==> config.mk <==
export PLATFORM = sky130hd
export DESIGN_NAME = huf_ctrl
export DESIGN_NICKNAME = d
export VERILOG_FILES = /design/src/rtl/huf_pkg.sv /design/src/rtl/huf_ctrl.sv
export SDC_FILE = /design/constraint.sdc
export NUM_CORES = 1
export LEC_CHECK = 0
export ABC_CLOCK_PERIOD_IN_PS = 1900
export BUFFER_PORTS_ARGS = -buffer_cell sky130_fd_sc_hd__buf_2
export CORE_AREA = 2 2 39 41
export CTS_CLUSTER_DIAMETER = 30
export DETAILED_ROUTE_END_ITERATION = 16
export DIE_AREA = 0 0 41 43
export SYNTH_ARGS = -nofsm -noshare
export SYNTH_HDL_FRONTEND = slang
export SYNTH_SLANG_ARGS = --single-unit
==> constraint.sdc <==
create_clock -name clk_i -period 1.9 [get_ports clk_i]
set_input_delay 0.38 -clock clk_i [delete_from_list [all_inputs] [get_ports clk_i]]
set_output_delay 0.38 -clock clk_i [all_outputs]
set_load 0.01 [all_outputs]
==> src/rtl/huf_pkg.sv <==
// Shared types and constants for the Huffman tree decoder.
// Used by the controller, the datapath, the top level and the checker.
package huf_pkg;

  // Node store geometry and code limits
  localparam int NodeCount  = 512;
  localparam int NodeW      = $clog2(NodeCount);
  localparam int UsedW      = NodeW + 1;
  localparam int MaxCodeLen = 16;
  localparam int PosW       = $clog2(MaxCodeLen);
  localparam int RemW       = PosW + 1;
  localparam int SymW       = 8;
  localparam int ByteW      = 8;

  // Result status codes
  typedef enum logic [1:0] {
    ST_SYMBOL  = 2'd0,
    ST_ACCEPT  = 2'd1,
    ST_FULL    = 2'd2,
    ST_INVALID = 2'd3
  } status_e;

  // Operation select on the input item
  localparam logic FUNC_LOAD   = 1'b0;
  localparam logic FUNC_DECODE = 1'b1;

  // One node of the code tree: children (0 = none) and leaf symbol
  typedef struct packed {
    logic [NodeW-1:0] left;
    logic [NodeW-1:0] right;
    logic [SymW-1:0]  sym;
  } node_rec_t;

  // Controller states
  typedef enum logic [3:0] {
    S_IDLE  = 4'b0001,
    S_LWALK = 4'b0010,
    S_LALOC = 4'b0100,
    S_DSTEP = 4'b1000
  } ctrl_state_e;

  // Commands from the controller to the datapath
  typedef struct packed {
    logic capture;    // latch a new item
    logic walk;       // load: follow an existing child
    logic load_done;  // load: whole code exists, write symbol
    logic load_full;  // load: pool exhausted
    logic link;       // load: hook first new node onto the stop node
    logic alloc;      // load: write one newly allocated node
    logic dec_leaf;   // decode: emit the symbol of the node just reached
    logic dec_bit;    // decode: walk one data bit
    logic dec_finish; // decode: close the item
  } dp_cmd_t;

  // Status from the datapath to the controller
  typedef struct packed {
    logic rem_zero;
    logic child_zero;
    logic pool_full;
    logic leaf_hit;
  } dp_sts_t;

endpackage

==> src/rtl/huf_ctrl.sv <==
// Controller state machine for the Huffman tree decoder.
// Depends on huf_pkg; drives the datapath only through dp_cmd_t.
module huf_ctrl (
  input  logic              clk_i,
  input  logic              rst_ni,
  input  logic              start,
  input  logic              func_i,
  input  huf_pkg::dp_sts_t  sts_i,
  output huf_pkg::dp_cmd_t  cmd_o,
  output logic              busy
);
  import huf_pkg::*;

  ctrl_state_e state_q, state_d;

  // Next state and commands
  always_comb begin
    state_d = state_q;
    cmd_o   = '0;
    unique case (state_q)
      S_IDLE: begin
        if (start) begin
          cmd_o.capture = 1'b1;
          state_d = (func_i == FUNC_DECODE) ? S_DSTEP : S_LWALK;
        end
      end
      S_LWALK: begin
        priority if (sts_i.rem_zero) begin
          cmd_o.load_done = 1'b1;
          state_d = S_IDLE;
        end else if (sts_i.child_zero && sts_i.pool_full) begin
          cmd_o.load_full = 1'b1;
          state_d = S_IDLE;
        end else if (sts_i.child_zero) begin
          cmd_o.link = 1'b1;
          state_d = S_LALOC;
        end else begin
          cmd_o.walk = 1'b1;
        end
      end
      S_LALOC: begin
        cmd_o.alloc = 1'b1;
        if (sts_i.rem_zero) state_d = S_IDLE;
      end
      S_DSTEP: begin
        priority if (sts_i.leaf_hit) begin
          cmd_o.dec_leaf = 1'b1;
        end else if (sts_i.rem_zero) begin
          cmd_o.dec_finish = 1'b1;
          state_d = S_IDLE;
        end else begin
          cmd_o.dec_bit = 1'b1;
        end
      end
      default: state_d = S_IDLE;
    endcase
  end

  assign busy = (state_q != S_IDLE);

  always_ff @(posedge clk_i or negedge rst_ni) begin
    if (!rst_ni) begin
      state_q <= S_IDLE;
    end else begin
      state_q <= state_d;
    end
  end

endmodule

# Yosys cells after proc, flatten, opt, wreduce, memory -nomap -nowiden
# Index checks and enable logic that the tools add are counted.
# W data, S select, Z words.
# totals
regBits	4
word_cells	35
# classes
eq_ne	8
muxes	24
n_reduce_logical	2
# ops
operator	n
$mux W4	8
$pmux W4 S4	1
$mux W1	12
$eq A4 B1 Y1 const B	1
$eq A4 B2 Y1 const B	1
$eq A4 B3 Y1 const B	1
$eq A4 B4 Y1 const B	1
$mux W2	2
$ne A2 B2 Y1 const B	2
$ne A4 B1 Y1 const B	1
$ne A4 B4 Y1 const B	1
$mux W3	1
$reduce_and A3 Y1	1
$logic_and A1 B1 Y1	1

# Depth between registers and ports, before layout
# Gate-level depths: netlist of run 1.
# depth
ltp_word	4
ltp_mapped	4
depth_no_buf	3

# Least setup slack after synthesis of run 1
# OpenSTA, ideal clock, no wires.
# synth_timing
kind	reg-to-output
startpoint	reg state_q[2]
endpoint	out cmd_o[1] (netlist bit)
arrival_time_ns	1.321
required_time_ns	1.520
path_slack_ns	0.199
stages_incl_launch_ff	4
n_path_buf	1
cell_sequence	dfrtp_1 > buf_6 > or4b_4 > nor3_1
# synth_lines
element	line_no	text
from (decl)	huf_ctrl.sv:14	ctrl_state_e state_q, state_d;
from (signal assigned)	huf_ctrl.sv:65	state_q <= state_d;
to (decl)	huf_ctrl.sv:9	output huf_pkg::dp_cmd_t cmd_o,

==> run_results.csv, run 1 <==
group,metric,value,unit
setup_path,cp-end-kind,"output port",
synthesis,synthMuxAreaShare,0,%
pwr,irDropWorstVdd,0.299,mV
setup_path,crit_path_start,"state_q[1]$_DFFE_PN0P_",
run,drv_cap,0,
final_layout,nFillCells,141,
clocking,numCtsBuffers,3,
grt,grt_pass1_wl,1540,um
sta,min_period,1.90,ns
synthesis,yosys.area_share.simple,46.2,%
synthesis,ys_seq_area_share,26.7,%
setup_path,critPathRequiredTime,1.52,ns
route,vias,452,
setup_path,path_max_fanout,4,
route,avgRoutedWirePerCell,12.8,um
clocking,clk_pin_slew,0.04,ns
final_layout,final_util,43.5,%
clocking,cts_tree,"built",
setup_path,slowest_delay,0.55,ns
die,design.core.area,1380,um2
route,wirelength,1110,um
route,drt.antenna.violating_nets,0,
grt,grt_usage,12.9,%
placed_design,place_inst,74,
pwr,p_leak,0.292,nW
synthesis,syn_avg_cell_area,8.82,um2
placed_design,dpl.hpwl,729,um
clocking,cts.htree.levels,1,
synthesis,synth_top_family_by_area,"simple AND/OR/NAND/NOR gates",
die,die_width,41,um
final_layout,final_common_cell,"buf_2",
setup_path,critPathKind,"reg -> out",
die,die_area,1760,um2
synthesis,synthXorXnorAreaFrac,0,%
worst_hold_path,min_path_type,"in -> reg",
die,start_util,27.4,%
clocking,clockBufferDepth,2,
worst_hold_path,hold_start,"func_i",
sta,maxSlewViolCount,0,
final_layout,final_net_count,80,
final_layout,design_area,602,um2
clocking,cts-root-buf,"clkbuf_4",
status,outcome,"finished clean",
die,dieHeight,43,um
sta,rsz0062_at_grt,"yes",
die,core.rowCount,14,
final_layout,stdcell_count,87,
grt,grt_pass1_vias,356,
sta,worst_pin_slew,0.274,ns
sta,hold_viol,0,
synthesis,yosys_warnings,0,
setup_path,worstPathCellList,"or4b_4 -> nor3b_2 -> buf_2",
placed_design,io_buffers,17,
route,drt-initial-drc-count,8,
setup_path,worstReg2RegStart,"state_q[0]$_DFFE_PN1P_",
placed_design,post_dp_cell_area,473,um2
final_layout,largest_reg_flops,4,
route,viasPerCell,5.20,
final_layout,regMostFlops,"state_q",
placed_design,routabilityCongestion,0.730,
die,ios,18,
setup_path,path_buf_inv,1,
clocking,clock_latency,0.25,ns
setup_path,critical_path.top_delay_family,"simple AND/OR/NAND/NOR gates",
sta,finalCritPeriodShare,99.8,%
route,drc,0,
final_layout,final_cell_mix,"buf_2 (17), buf_4 (10), inv_1 (5)",
sta,setup_viol,0,
sta,slew_headroom,81.7,%
clocking,clock_sink_count,4,
setup_path,crit_arrival,1.52,ns
pwr,total_power,0.000669,W
sta,fin_skew,0.00344,ns
sta,fmax,528,MHz
final_layout,reg_top3,"state_q (4)",
final_layout,n_antenna_cell,0,
final_layout,syn_to_final_growth,58.7,%
final_layout,final_layout_size_suffix_gt1_share,57.7,%
pwr,p_per_area,1110,nW/um2
synthesis,synth_fa_ha_area_share,0,%
route,first_pass_iters,4,
grt,grt_max_degree,13,
setup_path,start_kind,"register",
synthesis,ys_seq_elements,4,
setup_path,slowest_stage,"or4b_4",
synthesis,synth_area,379,um2
grt,antenna_found_initial,0,
synthesis,synth_compound_area_share,15.2,%
synthesis,syn_inst,43,
synthesis,synthesis.nets,51,
grt,grt_overflow,0,
synthesis,synth_cell_type_count,25,
-- cell usage after synthesis --
library cell	instances	area, um2
or4b_4	1	13.8
nand3_1	1	5.00
nor4b_2	1	15.0
inv_1	5	18.8
dfrtp_1	3	75.1
a22o_1	1	8.76
nor2_1	3	11.3
and2_1	2	12.5
nand2b_1	2	12.5
o32ai_1	1	8.76
nor3b_2	1	12.5
o2111ai_1	1	8.76
nor4bb_1	1	10.0
nand3b_1	1	7.51
nor4b_1	5	43.8
a21oi_1	1	5.00
dfstp_2	1	26.3
buf_2	3	15.0
nor4_1	1	6.26
and4b_1	1	10.0
buf_6	1	11.3
o31ai_1	1	7.51
nor3_1	3	15.0
a211o_1	1	8.76
a32o_1	1	10.0
-- stage by stage --
step	TNS (ns)	hold slack [ns]	setup WS [ns]
finish	0	0.355	0.00430
global route	-0.244	0.355	-0.0707
CTS	0	0.358	0.0124
detailed placement	0	0.187	0.217
global placement	0	0.186	0.240
floorplan	0	0.0844	0.199
-- final timing paths --
check                                          to  slack, ns  depth (start not counted)
max                                      cmd_o[0]      0.004                          3
max in group asynchronous  state_q[0]$_DFFE_PN1P_       1.24                          2
min reg2reg                state_q[2]$_DFFE_PN0P_       0.54                          1
min in group asynchronous  state_q[3]$_DFFE_PN0P_       0.46                          2
min                        state_q[1]$_DFFE_PN0P_       0.36                          2
max reg2reg                state_q[0]$_DFFE_PN1P_       0.50                          4
-- report_power, final --
| part | internal (W) | switching (W) |
|---|---|---|
| Sequential | 0.000120 | 0.0000386 |
| Clock | 0.0000794 | 0.0000444 |
| Combinational | 0.000222 | 0.000165 |
-- metal layers --
metal  global-route usage (%)  vias up  part of all wire [%]
met5                        0        -                     0
met4                     6.00        0                   4.4
met3                     1.57        4                   5.4
met2                     20.0       15                    46
met1                     16.8      214                    44
li1                         -      219                     -
-- kinds of logic after synthesis --
logic type,count (synthesis)
AOI/OAI and AO/OA,7
buffers and inverters,9
DFF,4
and+or+nand+nor,23
-- final cells by class --
type                            count  area (um2)  share of cell area [%]
Sequential cell                     4         104                    17.3
Inverter                            5        18.8                    3.12
Clock buffer                        4        26.3                    4.37
Multi-Input combinational cell     30         263                    43.7
Timing Repair Buffer               28         170                    28.3
Tap cell                           16        20.0                    3.33
-- what timing repair did --
item                       CTS  global route
resized for setup            4             4
hold buffers                 1             0
pin swaps                    0             3
setup endpoints to repair    4             7
setup buffers                0             8
hold endpoints to repair     3             0
Power figures use the tool's default switching activity.
==> run 2: changes to the inputs <==
ABC_AREA = 1   (was default)
BUFFER_PORTS_ARGS = default   (was -buffer_cell sky130_fd_sc_hd__buf_2)
DONT_BUFFER_PORTS = 1   (was default)
==> run 2 against run 1 <==
  * Clock-buffer cell count is the same
  * Worst hold slack lost 0.089 ns
  * Die area unchanged
  * Final cell count fell by 16%
  * Sequential share of layout area is 9.0 points higher
  * Non-clock buffer count fell by 27
  * Via count is 26% lower
  * Synthesized area fell by 13%
  * Critical endpoint is now cmd_o[5]
  * Largest power group unchanged
==> run_results.csv, run 2 <==
group,metric,value,unit
pwr,seq_power_share,28.3,%
sta,min_period,1.67,ns
sta,postLayoutSetupSlackWorst,0.230,ns
placed_design,place_ws,0.479,ns
synthesis,synth_top_area_share,22.7,%
synthesis,synthTopCellsByArea,"dfrtp_1 (23%), nand2_1 (15%), inv_1 (11%)",
synthesis,ys_seq_elements,4,
synthesis,synth_area,330,um2
grt,antenna_found_initial,0,
sta,fin_tns_setup,0,ns
sta,setup_viol,0,
clocking,cts.htree.levels,1,
final_layout,largest_reg_flops,4,
final_layout,final_layout_size_suffix_gt1_share,15.8,%
status,outcome,"finished clean",
grt,grt_overflow,0,
synthesis,synth_edf_count,0,
worst_hold_path,hold_depth,3,
pwr,intPower,0.000289,W
sta,holdWs,0.267,ns
clocking,cts-root-buf,"clkbuf_4",
sta,slew_headroom,75.7,%
route,viasPerCell,4.59,
grt,grt_max_degree,7,
setup_path,path_max_fanout,4,
final_layout,regMostFlops,"state_q",
synthesis,synth_common_cells,"nand2_1 (13), inv_1 (10), nor2_1 (8)",
sta,worst_pin_slew,0.361,ns
synthesis,ys_seq_area_share,30.7,%
placed_design,dpl.hpwl,605,um
synthesis,yosys_warnings,0,
synthesis,synth_cell_type_count,13,
sta,finalCritPeriodShare,87.9,%
clocking,clockBufferDepth,2,
setup_path,r2r_slack,0.61,ns
route,wirelength,712,um
clocking,clock_latency,0.24,ns
setup_path,cp-end-kind,"output port",
die,ios,18,
clocking,clk_pin_slew,0.04,ns
final_layout,final_net_count,66,
sta,fin_skew,0.00431,ns
route,drt.antenna.violating_nets,0,
placed_design,routabilityCongestion,0.703,
synthesis,synth_most_common_cell,"nand2_1",
route,vias,335,
route,drt-initial-drc-count,9,
sta,hold_viol,0,
sta,maxSlewViolCount,0,
pwr,irDropWorstVdd,0.390,mV
die,dieHeight,43,um
grt,grt_pass1_wl,1080,um
final_layout,reg_top3,"state_q (4)",
pwr,switchingPower,0.000240,W
setup_path,critPathKind,"reg -> out",
setup_path,crit_arrival,1.29,ns
final_layout,final_cell_mix,"nand2_1 (13), inv_1 (10), nor2_1 (8)",
die,design.core.area,1380,um2
synthesis,syn_inst,52,
setup_path,critPathRequiredTime,1.52,ns
route,avgRoutedWirePerCell,9.75,um
placed_design,io_buffers,0,
synthesis,synthArstFlopShare,100,%
clocking,numCtsBuffers,3,
synthesis,synth_top_area_cell,"dfrtp_1",
route,first_pass_iters,4,
grt,grt_pass1_vias,291,
final_layout,syn_to_final_growth,17.0,%
pwr,p_leak,0.229,nW
route,drc,0,
worst_hold_path,min_path_type,"in -> reg",
die,core.rowCount,14,
synthesis,synthesis.nets,60,
setup_path,reg2reg_depth,7,
die,start_util,23.9,%
setup_path,start_kind,"register",
grt,grt_usage,9.16,%
clocking,postCtsSetupBuffers,0,
clocking,clock_sink_count,4,
pwr,p_per_area,1370,nW/um2
placed_design,post_dp_cell_area,350,um2
synthesis,ys.flop_type,"dfrtp_1",
pwr,swShare,45.3,%
final_layout,design_area,387,um2
sta,fmax,599,MHz
final_layout,final_common_cell,"nand2_1",
final_layout,n_antenna_cell,0,
pwr,power_frac_comb,49.4,%
run,drv_cap,0,
die,die_area,1760,um2
clocking,cts_tree,"built",
pwr,p_clk_share,22.2,%
die,die_width,41,um
sta,rsz0062_at_grt,"no",
synthesis,syn_avg_cell_area,6.35,um2
run 2: cell families after synthesis:
family | share of synthesized area, %
AO/OA/AOI/OAI | 2.27
buffers and inverters | 11.4
flip-flops | 30.7
AND/OR/NAND/NOR | 55.7
run 2: power by group through the flow:
stage | logic, W | clock network [W] | registers, W
after floorplan | 0.000224 | 0 | 0.000146
after global placement | 0.000259 | 0 | 0.000149
after detailed placement | 0.000263 | 0 | 0.000150
after CTS | 0.000267 | 0.000124 | 0.000149
after global routing | 0.000296 | 0.000125 | 0.000152
final | 0.000262 | 0.000118 | 0.000150
run 2: stage by stage:
stage / std cells / utilization, % / power (W)
6_report: 73 / 27.9 / 0.000529
5_1_grt: 73 / 27.9 / 0.000572
4_1_cts: 73 / 27.9 / 0.000540
3_5_place_dp: 68 / 25.3 / 0.000413
3_3_place_gp: 68 / 25.3 / 0.000408
2_1_floorplan: 52 / - / 0.000371
run 2: repair_timing:
action	4_1_cts	5_1_grt
hold buffers	1	0
resized for setup	0	0
endpoints found under the hold margin	4	0
run 2: layer usage:
layer | track usage [%] | vias to the layer above | wire (um) | part of all wire, %
li1 | - | 170 | - | -
met1 | 10.7 | 149 | 318 | 45
met2 | 13.1 | 16 | 326 | 46
met3 | 2.09 | 0 | 67 | 9.4
met4 | 8.00 | 0 | 0 | 0
met5 | 0 | - | 0 | 0
run 2: critical path: stages, from the launching register on:
cell     delay (ns)
dfrtp_1        0.40
nor2_2         0.22
nand2_1        0.12
nor3_1         0.30
run 2: area by class of cell:
cell class,count,area (um2)
timing repair buffer,1,10.0
tap,16,20.0
fill,162,997
clock buffer,4,26.3
multi-input combinational,38,191
inverter,10,37.5
sequential,4,101
run 2: path summary, 6_finish.rpt:
kind                                        start                      to
max                        state_q[2]$_DFFE_PN0P_                cmd_o[5]
min                                         start  state_q[0]$_DFFE_PN1P_
max reg2reg                state_q[0]$_DFFE_PN1P_  state_q[3]$_DFFE_PN0P_
min reg2reg                state_q[2]$_DFFE_PN0P_  state_q[2]$_DFFE_PN0P_
max in group asynchronous                  rst_ni  state_q[0]$_DFFE_PN1P_
min in group asynchronous                  rst_ni  state_q[3]$_DFFE_PN0P_
